[config.mk]
export PLATFORM = sky130hd
export DESIGN_NAME = stereo_four_band_biquad_cascade_core
export DESIGN_NICKNAME = d
export VERILOG_FILES = /design/src/design/stbq_pkg.sv /design/src/design/stereo_four_band_biquad_cascade_core.sv /design/src/design/stbq_ram.sv /design/src/design/stbq_mac.sv /design/src/design/stbq_seq.sv
export SDC_FILE = /design/constraint.sdc
export NUM_CORES = 2
export LEC_CHECK = 0
export BUFFER_PORTS_ARGS = -buffer_cell sky130_fd_sc_hd__buf_2
export CAP_MARGIN = 30
export CORE_UTILIZATION = 61
export CTS_BUF_LIST = sky130_fd_sc_hd__clkbuf_8
export DETAILED_ROUTE_END_ITERATION = 8
export HOLD_SLACK_MARGIN = 0.05
export PLACE_DENSITY = 0.88
export SLEW_MARGIN = 30
export SYNTH_ARGS = -nofsm -noshare
export SYNTH_HDL_FRONTEND = slang
export SYNTH_SLANG_ARGS = --single-unit
export TNS_END_PERCENT = 1
[constraint.sdc]
create_clock -name clk -period 26.3 [get_ports clk]
set_input_delay 2.63 -clock clk [delete_from_list [all_inputs] [get_ports clk]]
set_output_delay 2.63 -clock clk [all_outputs]
set_load 0.01 [all_outputs]
[src/design/stbq_pkg.sv]
`timescale 1ns / 1ps

package stbq_pkg;

	localparam int SAMPLE_W  = 24;
	localparam int CFG_W     = 63;
	localparam int CFG_IDX_W = 3;
	localparam int CTRL_W    = 6;
	localparam int NUM_BANDS = 4;
	localparam int NUM_TERMS = 5;
	localparam int NUM_COEF_REGS = 7;
	localparam int SLOTS     = 3;
	localparam int BAND_W    = 2;
	localparam int TERM_W    = 3;
	localparam int STEP_W    = 3;
	localparam int HIST_DEPTH = 32;
	localparam int HIST_AW   = 5;

	localparam logic [CFG_IDX_W-1:0] REG_CONTROL = 3'd0;
	localparam logic [CFG_IDX_W-1:0] REG_COEF0   = 3'd1;

	localparam logic [CTRL_W-1:0] CTRL_RESET = 6'd32;
	localparam int CTRL_BYPASS = 0;
	localparam int CTRL_BAND0  = 1;
	localparam int CTRL_STEREO = 5;

	// history word order inside one band
	localparam logic [1:0] TAP_X1 = 2'd0;
	localparam logic [1:0] TAP_X2 = 2'd1;
	localparam logic [1:0] TAP_Y1 = 2'd2;
	localparam logic [1:0] TAP_Y2 = 2'd3;

	localparam logic [BAND_W-1:0] BAND_LAST = 2'd3;
	localparam logic [STEP_W-1:0] STEP_LAST = 3'd6;

	typedef struct packed {
		logic signed [SAMPLE_W-1:0] left_in;
		logic signed [SAMPLE_W-1:0] right_in;
	} in_item_t;

	typedef struct packed {
		logic signed [SAMPLE_W-1:0] left_out;
		logic signed [SAMPLE_W-1:0] right_out;
	} out_item_t;

	typedef struct packed {
		logic go;
		logic first;
		logic sub;
	} mac_ctl_t;

	typedef struct packed {
		logic [BAND_W-1:0] band;
		logic [TERM_W-1:0] term;
	} coef_sel_t;

endpackage

[src/design/stereo_four_band_biquad_cascade_core.sv]
`timescale 1ns / 1ps

// Stereo four-band biquad equalizer.
// Input channel: in_valid/in_ready carry one left/right sample pair per
// transfer. Output channel: out_valid/out_ready carry the filtered pair.
// Configuration: cfg_wr_en writes cfg_data into register cfg_index
// (0 control, 1..7 coefficient banks); write only while idle.
// Each enabled band of each channel passes the scan state and then runs seven
// steps on the single shared multiplier; a disabled band is only scanned,
// and each filtered channel ends in a finish state that saturates it. In
// bypass, or with no band enabled, the accepted pair goes straight to the
// done state and on to the output register.
// in_ready is high only while no sample pair is being filtered.
// A finished pair sits in the output register, so the next pair is accepted
// while the receiver stalls; the block only holds when a second result is
// ready and the output register is still full.
// Reset clears all filter history (read as zero until first written), all
// coefficients, and sets control to stereo with every band disabled.
module stereo_four_band_biquad_cascade_core import stbq_pkg::*; #(
	parameter int COEF_BITS    = 21,
	parameter int HISTORY_BITS = 32
) (
	input  logic                 clk,
	input  logic                 arst_n,
	input  logic                 cfg_wr_en,
	input  logic [CFG_IDX_W-1:0] cfg_index,
	input  logic [CFG_W-1:0]     cfg_data,
	input  logic                 in_valid,
	output logic                 in_ready,
	input  in_item_t             in_data,
	output logic                 out_valid,
	input  logic                 out_ready,
	output out_item_t            out_data
);

	logic [CTRL_W-1:0]                         control_q;
	logic [NUM_COEF_REGS-1:0][CFG_W-1:0]       bank_q;
	logic signed [COEF_BITS-1:0]               coef_w [NUM_BANDS][NUM_TERMS];
	logic signed [COEF_BITS-1:0]               coef;
	coef_sel_t                                 coef_sel;
	mac_ctl_t                                  mac_ctl;
	logic signed [HISTORY_BITS-1:0]            mac_b;
	logic signed [HISTORY_BITS-1:0]            mac_y;

	always_ff @(posedge clk or negedge arst_n) begin
		if (!arst_n) begin
			control_q <= CTRL_RESET;
			bank_q    <= '0;
		end else if (cfg_wr_en) begin
			if (cfg_index == REG_CONTROL) begin
				control_q <= cfg_data[CTRL_W-1:0];
			end else begin
				bank_q[3'(cfg_index - REG_COEF0)] <= cfg_data;
			end
		end
	end

	// coefficients are packed three to a bank in band order b0 b1 b2 a1 a2
	for (genvar b = 0; b < NUM_BANDS; b++) begin : g_band
		for (genvar t = 0; t < NUM_TERMS; t++) begin : g_term
			localparam int N = b * NUM_TERMS + t;
			assign coef_w[b][t] = bank_q[N / SLOTS][(N % SLOTS) * COEF_BITS +: COEF_BITS];
		end
	end

	assign coef = coef_w[coef_sel.band][coef_sel.term];

	stbq_mac #(
		.COEF_BITS   (COEF_BITS),
		.HISTORY_BITS(HISTORY_BITS)
	) u_mac (
		.clk   (clk),
		.arst_n(arst_n),
		.ctl   (mac_ctl),
		.a     (coef),
		.b     (mac_b),
		.y     (mac_y)
	);

	stbq_seq #(
		.HISTORY_BITS(HISTORY_BITS)
	) u_seq (
		.clk      (clk),
		.arst_n   (arst_n),
		.in_valid (in_valid),
		.in_ready (in_ready),
		.in_data  (in_data),
		.out_valid(out_valid),
		.out_ready(out_ready),
		.out_data (out_data),
		.control  (control_q),
		.coef_sel (coef_sel),
		.mac_ctl  (mac_ctl),
		.mac_b    (mac_b),
		.mac_y    (mac_y)
	);

endmodule

[src/design/stbq_ram.sv]
`timescale 1ns / 1ps

module stbq_ram #(
	parameter int WIDTH = 32,
	parameter int DEPTH = 32
) (
	input  logic                     clk,
	input  logic                     we,
	input  logic [$clog2(DEPTH)-1:0] waddr,
	input  logic [WIDTH-1:0]         wdata,
	input  logic                     re,
	input  logic [$clog2(DEPTH)-1:0] raddr,
	output logic [WIDTH-1:0]         rdata
);

	logic [WIDTH-1:0] mem_q [DEPTH];

	always_ff @(posedge clk) begin
		if (we) begin
			mem_q[waddr] <= wdata;
		end
		if (re) begin
			rdata <= mem_q[raddr];
		end
	end

endmodule

[src/design/stbq_mac.sv]
`timescale 1ns / 1ps

module stbq_mac import stbq_pkg::*; #(
	parameter int COEF_BITS    = 21,
	parameter int HISTORY_BITS = 32
) (
	input  logic                           clk,
	input  logic                           arst_n,
	input  mac_ctl_t                       ctl,
	input  logic signed [COEF_BITS-1:0]    a,
	input  logic signed [HISTORY_BITS-1:0] b,
	output logic signed [HISTORY_BITS-1:0] y
);

	localparam int PROD_W = COEF_BITS + HISTORY_BITS;
	localparam int ACC_W  = PROD_W + 3;
	localparam int FRAC   = COEF_BITS - 4;
	localparam int SH_W   = ACC_W - FRAC;
	localparam logic [ACC_W-1:0] HALF = {{(ACC_W-FRAC){1'b0}}, 1'b1, {(FRAC-1){1'b0}}};

	logic signed [PROD_W-1:0] prod_s1;
	mac_ctl_t                 ctl_s1;
	logic signed [ACC_W-1:0]  acc_q;
	logic signed [ACC_W-1:0]  prod_x;
	logic signed [ACC_W-1:0]  acc_base;
	logic signed [ACC_W-1:0]  rnd;
	logic signed [SH_W-1:0]   sh;

	assign prod_x   = ACC_W'(prod_s1);
	assign acc_base = ctl_s1.first ? '0 : acc_q;

	always_ff @(posedge clk or negedge arst_n) begin
		if (!arst_n) begin
			ctl_s1 <= '0;
		end else begin
			ctl_s1  <= ctl;
			prod_s1 <= a * b;
			if (ctl_s1.go) begin
				acc_q <= ctl_s1.sub ? acc_base - prod_x : acc_base + prod_x;
			end
		end
	end

	// round half up, then clamp to the history word
	always_comb begin
		rnd = acc_q + HALF;
		sh  = rnd[ACC_W-1:FRAC];
		if (sh[SH_W-1:HISTORY_BITS-1] == '0 || sh[SH_W-1:HISTORY_BITS-1] == '1) begin
			y = sh[HISTORY_BITS-1:0];
		end else if (sh[SH_W-1]) begin
			y = {1'b1, {(HISTORY_BITS-1){1'b0}}};
		end else begin
			y = {1'b0, {(HISTORY_BITS-1){1'b1}}};
		end
	end

endmodule

[src/design/stbq_seq.sv]
`timescale 1ns / 1ps

module stbq_seq import stbq_pkg::*; #(
	parameter int HISTORY_BITS = 32
) (
	input  logic                           clk,
	input  logic                           arst_n,
	input  logic                           in_valid,
	output logic                           in_ready,
	input  in_item_t                       in_data,
	output logic                           out_valid,
	input  logic                           out_ready,
	output out_item_t                      out_data,
	input  logic [CTRL_W-1:0]              control,
	output coef_sel_t                      coef_sel,
	output mac_ctl_t                       mac_ctl,
	output logic signed [HISTORY_BITS-1:0] mac_b,
	input  logic signed [HISTORY_BITS-1:0] mac_y
);

	typedef enum logic [2:0] {S_IDLE, S_SCAN, S_RUN, S_FIN, S_DONE} state_t;

	state_t                         state_q;
	logic                           ch_q;
	logic [BAND_W-1:0]              band_q;
	logic [STEP_W-1:0]              step_q;
	logic signed [HISTORY_BITS-1:0] x_q;
	logic signed [HISTORY_BITS-1:0] h0_q;
	logic signed [HISTORY_BITS-1:0] h2_q;
	in_item_t                       in_q;
	out_item_t                      res_q;
	out_item_t                      out_q;
	logic                           out_valid_q;

	logic [HIST_DEPTH-1:0]          valid_q;
	logic                           rd_valid_q;
	logic                           hist_we;
	logic                           hist_re;
	logic [HIST_AW-1:0]             hist_waddr;
	logic [HIST_AW-1:0]             hist_raddr;
	logic [HISTORY_BITS-1:0]        hist_wdata;
	logic [HISTORY_BITS-1:0]        hist_rdata;
	logic signed [HISTORY_BITS-1:0] hist_rd;

	logic [NUM_BANDS-1:0]           band_en;
	logic                           active;
	logic signed [SAMPLE_W-1:0]     x_sat;

	assign band_en   = control[CTRL_BAND0 +: NUM_BANDS];
	assign active    = !control[CTRL_BYPASS] && (band_en != '0);
	assign in_ready  = (state_q == S_IDLE);
	assign out_valid = out_valid_q;
	assign out_data  = out_q;

	// never-written history reads as zero
	assign hist_rd = rd_valid_q ? signed'(hist_rdata) : '0;

	always_comb begin
		if (x_q[HISTORY_BITS-1:SAMPLE_W-1] == '0 || x_q[HISTORY_BITS-1:SAMPLE_W-1] == '1) begin
			x_sat = x_q[SAMPLE_W-1:0];
		end else if (x_q[HISTORY_BITS-1]) begin
			x_sat = {1'b1, {(SAMPLE_W-1){1'b0}}};
		end else begin
			x_sat = {1'b0, {(SAMPLE_W-1){1'b1}}};
		end
	end

	// band step schedule: multiply on steps 0-4 while reads stream in,
	// retire old taps as soon as their reads are done, write y1 last
	always_comb begin
		hist_re       = 1'b0;
		hist_raddr    = {ch_q, band_q, step_q[1:0]};
		hist_we       = 1'b0;
		hist_waddr    = {ch_q, band_q, TAP_X1};
		hist_wdata    = x_q;
		mac_ctl       = '0;
		coef_sel.band = band_q;
		coef_sel.term = '0;
		mac_b         = (step_q == '0) ? x_q : hist_rd;
		if (state_q == S_RUN) begin
			unique case (step_q)
				3'd0: begin
					hist_re       = 1'b1;
					mac_ctl.go    = 1'b1;
					mac_ctl.first = 1'b1;
				end
				3'd1: begin
					hist_re       = 1'b1;
					mac_ctl.go    = 1'b1;
					coef_sel.term = step_q;
				end
				3'd2: begin
					hist_re       = 1'b1;
					mac_ctl.go    = 1'b1;
					coef_sel.term = step_q;
					hist_we       = 1'b1;
					hist_waddr    = {ch_q, band_q, TAP_X2};
					hist_wdata    = h0_q;
				end
				3'd3: begin
					hist_re       = 1'b1;
					mac_ctl.go    = 1'b1;
					mac_ctl.sub   = 1'b1;
					coef_sel.term = step_q;
					hist_we       = 1'b1;
					hist_waddr    = {ch_q, band_q, TAP_X1};
					hist_wdata    = x_q;
				end
				3'd4: begin
					mac_ctl.go    = 1'b1;
					mac_ctl.sub   = 1'b1;
					coef_sel.term = step_q;
					hist_we       = 1'b1;
					hist_waddr    = {ch_q, band_q, TAP_Y2};
					hist_wdata    = h2_q;
				end
				3'd6: begin
					hist_we       = 1'b1;
					hist_waddr    = {ch_q, band_q, TAP_Y1};
					hist_wdata    = mac_y;
				end
				default: begin
				end
			endcase
		end
	end

	stbq_ram #(
		.WIDTH(HISTORY_BITS),
		.DEPTH(HIST_DEPTH)
	) u_hist (
		.clk  (clk),
		.we   (hist_we),
		.waddr(hist_waddr),
		.wdata(hist_wdata),
		.re   (hist_re),
		.raddr(hist_raddr),
		.rdata(hist_rdata)
	);

	always_ff @(posedge clk or negedge arst_n) begin
		if (!arst_n) begin
			valid_q    <= '0;
			rd_valid_q <= 1'b0;
		end else begin
			if (hist_we) begin
				valid_q[hist_waddr] <= 1'b1;
			end
			if (hist_re) begin
				rd_valid_q <= valid_q[hist_raddr];
			end
		end
	end

	always_ff @(posedge clk or negedge arst_n) begin
		if (!arst_n) begin
			state_q     <= S_IDLE;
			ch_q        <= 1'b0;
			band_q      <= '0;
			step_q      <= '0;
			out_valid_q <= 1'b0;
		end else begin
			// drop valid after a transfer unless a new result loads this cycle
			if (out_valid_q && out_ready && state_q != S_DONE) begin
				out_valid_q <= 1'b0;
			end
			unique case (state_q)
				S_IDLE: begin
					if (in_valid) begin
						in_q   <= in_data;
						ch_q   <= 1'b0;
						band_q <= '0;
						x_q    <= HISTORY_BITS'(in_data.left_in);
						if (active) begin
							state_q <= S_SCAN;
						end else begin
							res_q.left_out  <= in_data.left_in;
							res_q.right_out <= in_data.right_in;
							state_q         <= S_DONE;
						end
					end
				end
				S_SCAN: begin
					if (band_en[band_q]) begin
						step_q  <= '0;
						state_q <= S_RUN;
					end else if (band_q == BAND_LAST) begin
						state_q <= S_FIN;
					end else begin
						band_q <= band_q + 2'd1;
					end
				end
				S_RUN: begin
					if (step_q == 3'd1) begin
						h0_q <= hist_rd;
					end
					if (step_q == 3'd3) begin
						h2_q <= hist_rd;
					end
					if (step_q == STEP_LAST) begin
						x_q <= mac_y;
						if (band_q == BAND_LAST) begin
							state_q <= S_FIN;
						end else begin
							band_q  <= band_q + 2'd1;
							state_q <= S_SCAN;
						end
					end else begin
						step_q <= step_q + 3'd1;
					end
				end
				S_FIN: begin
					if (!ch_q) begin
						res_q.left_out <= x_sat;
						if (control[CTRL_STEREO]) begin
							ch_q    <= 1'b1;
							band_q  <= '0;
							x_q     <= HISTORY_BITS'(in_q.right_in);
							state_q <= S_SCAN;
						end else begin
							res_q.right_out <= in_q.right_in;
							state_q         <= S_DONE;
						end
					end else begin
						res_q.right_out <= x_sat;
						state_q         <= S_DONE;
					end
				end
				S_DONE: begin
					// hold until the output register is free
					if (!out_valid_q || out_ready) begin
						out_q       <= res_q;
						out_valid_q <= 1'b1;
						state_q     <= S_IDLE;
					end
				end
				default: begin
					state_q <= S_IDLE;
				end
			endcase
		end
	end

	a_bypass_skips: assert property (@(posedge clk) disable iff (!arst_n)
		(in_valid && in_ready && !active) |=> state_q == S_DONE)
		else $error("inactive item entered the filter path");

	a_mono_right_kept: assert property (@(posedge clk) disable iff (!arst_n)
		(hist_we && !control[CTRL_STEREO]) |-> !hist_waddr[HIST_AW-1])
		else $error("right history written in mono");

	a_run_band_enabled: assert property (@(posedge clk) disable iff (!arst_n)
		(state_q == S_RUN) |-> band_en[band_q])
		else $error("disabled band being filtered");

	a_run_step_range: assert property (@(posedge clk) disable iff (!arst_n)
		(state_q == S_RUN && step_q == STEP_LAST) |=> state_q == S_SCAN || state_q == S_FIN)
		else $error("band sequence did not end after last step");

endmodule

==> impl_metrics.yaml <==
flow_run:
  drv_cap: 0
route:
  first_pass_iters: 6
  vias: 67400
  vias_per_cell: 6.72
  drt_iter0_markers: 9737
  wl_mm: 296
  drc: 0
  ant_nets: 0
  wl_per_cell_um: 29.4
synth:
  async_flop_share_pct: 25.5
  synth_fp_nets: 8349
  synth_edf_count: 1381
  synth-compound-area-share_pct: 5.36
  ys.flop_type: "edfxtp_1"
  synth_fa_ha_area_share_pct: 15.7
  synth.avg_cell_area_um2: 13.8
  synth.distinct_cells: 86
  synthesis.area_um2: 101000
  ys_warn_count: 0
  synth_xor_area_share_pct: 1.66
  synth_seq_area_share_pct: 52.6
  synth-simple-area-share_pct: 7.08
  ys_ff_latch: 1853
  synth_mux_area_share_pct: 13.1
  synth_top_family_by_area: "adder cells"
  synth_cells: 7363
final_layout:
  layout.nets: 8615
  area_growth_pct: 10.0
  fill_cells: 10200
  drive_above_1_share_pct: 22.2
die:
  coreArea_um2: 165000
  die_h_um: 409
  dieArea_um2: 168000
  num_rows: 149
  start_util_pct: 61.4
  fp.dieW_um: 409
  io_pins: 169
global_routing:
  antenna_found_initial: 41
  use_met2_pct: 55.0
  grt_util_met3_pct: 9.41
  grt_pass1_vias: 70800
  gr-total-overflow: 0
  top_usage_layer: "met2"
  grt_max_degree: 192
  grt_use_met1_pct: 42.6
  grt_pass1_wl_mm: 436
  track_usage_pct: 35.2
timing:
  rsz0062_at_grt: "false"
  tightest_slew_ns: 1.13
  min_period_ns: 11.24
  drv_slew: 0
  setup_tns_ns: 0
  final_hold_viol_count: 0
  finClkSkew_ns: 0.0999
  finalCritPeriodShare_pct: 42.7
  setup_viol: 0
  timing.fmax_mhz: 89.0
  slew_headroom_pct: 24.8
clock_tree:
  clockRootBuffer: "clkbuf_8"
  path_clk_slew_ns: 0.07
  ctsResizeCount: 0
  cts_tree: "built"
  numClockSinks: 1853
  clock_path_buffers: 4
  cts_setup_buffers: 0
  cts_made_buffers: 304
  clk_latency_ns: 1.03
  htree_levels: 5
  postCtsHoldBufs: 0
critical_path:
  slowest_stage: "dfrtp_4"
  critical_path_class: "reg -> reg"
  cp_max_fo: 51
  required_ns: 27.07
  crit_path_start: "u_seq.step_q[1]"
  r2r_start: "u_seq.step_q[1]"
  critPathCaptureType: "flip-flop"
  r2r_setup_slack_ns: 15.06
  critical-path-max-stage-delay_ns: 0.99
  cp-start-kind: "flip-flop"
  cp-endpoint: "u_mac.prod_s1[49]"
  crit_top_cell: "fa_1"
  reg2regPathDepth: 33
  cp_data_arrival_time_ns: 12.01
  r2r_end: "u_mac.prod_s1[49]"
placement:
  place.gp.congestion: 1.00
  place_hpwl_mm: 186
  port_buffers: 168
worst_hold_path:
  hp-class: "reg -> reg"
run_status:
  run_status: "completed"
## sequential cells by signal (all words and copies together), names as in the netlist, 6 cells and up
name and cells:
bank_q 420, control_q 6, u_mac.acc_q 56, u_mac.prod_s1 53, u_seq.h0_q 32, u_seq.h2_q 32
u_seq.in_q 24, u_seq.out_data 48, u_seq.res_q 48, u_seq.u_hist.mem_q 1024, u_seq.u_hist.rdata 32, u_seq.valid_q 32
u_seq.x_q 32
## final cells by class
cell class / count / area, um^2 / share of cell area, %
well taps: 2189 / 2740 / 2.46
repair buffers: 327 / 2230 / 2.00
diodes: 27 / 67.6 / 0.0606
multi-input cells: 4304 / 44400 / 39.8
clock inverters: 164 / 873 / 0.784
flip-flops and latches: 1853 / 53300 / 47.8
inverters: 839 / 3150 / 2.83
clock buffers: 341 / 4690 / 4.21
## worst min path at each step
| stage | end | start | depth (start not counted) | slack [ns] |
|---|---|---|---|---|
| 5_1_grt | u_seq.out_data[13] | u_seq.res_q[13] | 0 | 0.42 |
| 6_report | u_seq.out_data[17] | u_seq.res_q[17] | 0 | 0.41 |
| 3_5_place_dp | u_seq.out_data[17] | u_seq.res_q[17] | 0 | 0.40 |
| 4_1_cts | u_seq.out_data[17] | u_seq.res_q[17] | 0 | 0.42 |
| 3_3_place_gp | u_seq.out_data[13] | u_seq.res_q[13] | 0 | 0.40 |
| 2_1_floorplan | u_seq.out_data[0] | u_seq.res_q[0] | 0 | 0.40 |
## worst max-delay path, delay by kind of cell (launching register included)
kind	cells	cell delay (ns)
compound gates	5	1.33
xor+xnor	1	0.12
fa+ha+maj	9	4.29
buf+inv	8	1.79
flops	1	0.99
simple gates	10	2.31
## through the flow
| step | setup slack [ns] | cell area [um^2] | util [%] | hold WS [ns] | cells |
|---|---|---|---|---|---|
| after floorplan | 16.26 | 101000 | - | 0.400 | 7363 |
| after global placement | 15.71 | 105000 | 63.9 | 0.403 | 9505 |
| after detailed placement | 15.43 | 106000 | 64.0 | 0.405 | 9506 |
| after CTS | 15.30 | 111000 | 67.4 | 0.415 | 10000 |
| after global routing | 14.71 | 111000 | 67.6 | 0.420 | 10000 |
| final | 15.06 | 111000 | 67.6 | 0.412 | 10000 |
## cell usage in the layout, fill, tap and decap left out, types with 159 or more instances in the layout
cell / instances
edfxtp_1: 1381
inv_1: 921
fa_1: 669
nand2_1: 595
nor2_1: 469
dfrtp_1: 466
mux2_2: 428
mux4_2: 370
clkbuf_8: 341
ha_1: 198
a21oi_1: 189
buf_2: 167
a22oi_1: 159
## cell usage after synthesis (all sizes together) (69+ instances only)
master	number	area share, %
edfxtp	1381	41
inv	838	3.1
fa	669	13
nand2	598	2.2
nor2	508	1.9
dfrtp	471	12
mux2	428	4.8
mux4	370	8.2
clkbuf	307	1.1
ha	198	2.4
a21oi	193	0.97
o21ai	187	0.93
a22oi	159	1.2
xnor2	142	1.2
nor2b	83	0.51
nand3	69	0.34
## routing by layer
metal  part of all wire (%)  wire, um  vias up
li1                       -         -    26500
met1                     32     96000    33600
met3                     12     36700     1596
met4                    8.4     24700       18
met2                     47    138000     5709
met5                  0.040       117        -
## cell families (layout without fill, tap and decap cells)
group | after synthesis | count (layout)
AO/OA/AOI/OAI | 836 | 836
multiplexers | 813 | 813
adder cells (fa/ha/maj) | 867 | 867
buffers and inverters | 1206 | 1671
other | 0 | 27
flip-flops | 1853 | 1853
AND/OR/NAND/NOR | 1596 | 1596
XOR/XNOR | 192 | 192
Power is left out: the tool's default activity adds up to more than one toggle a clock period on the data nets, which glitch-free logic cannot reach.
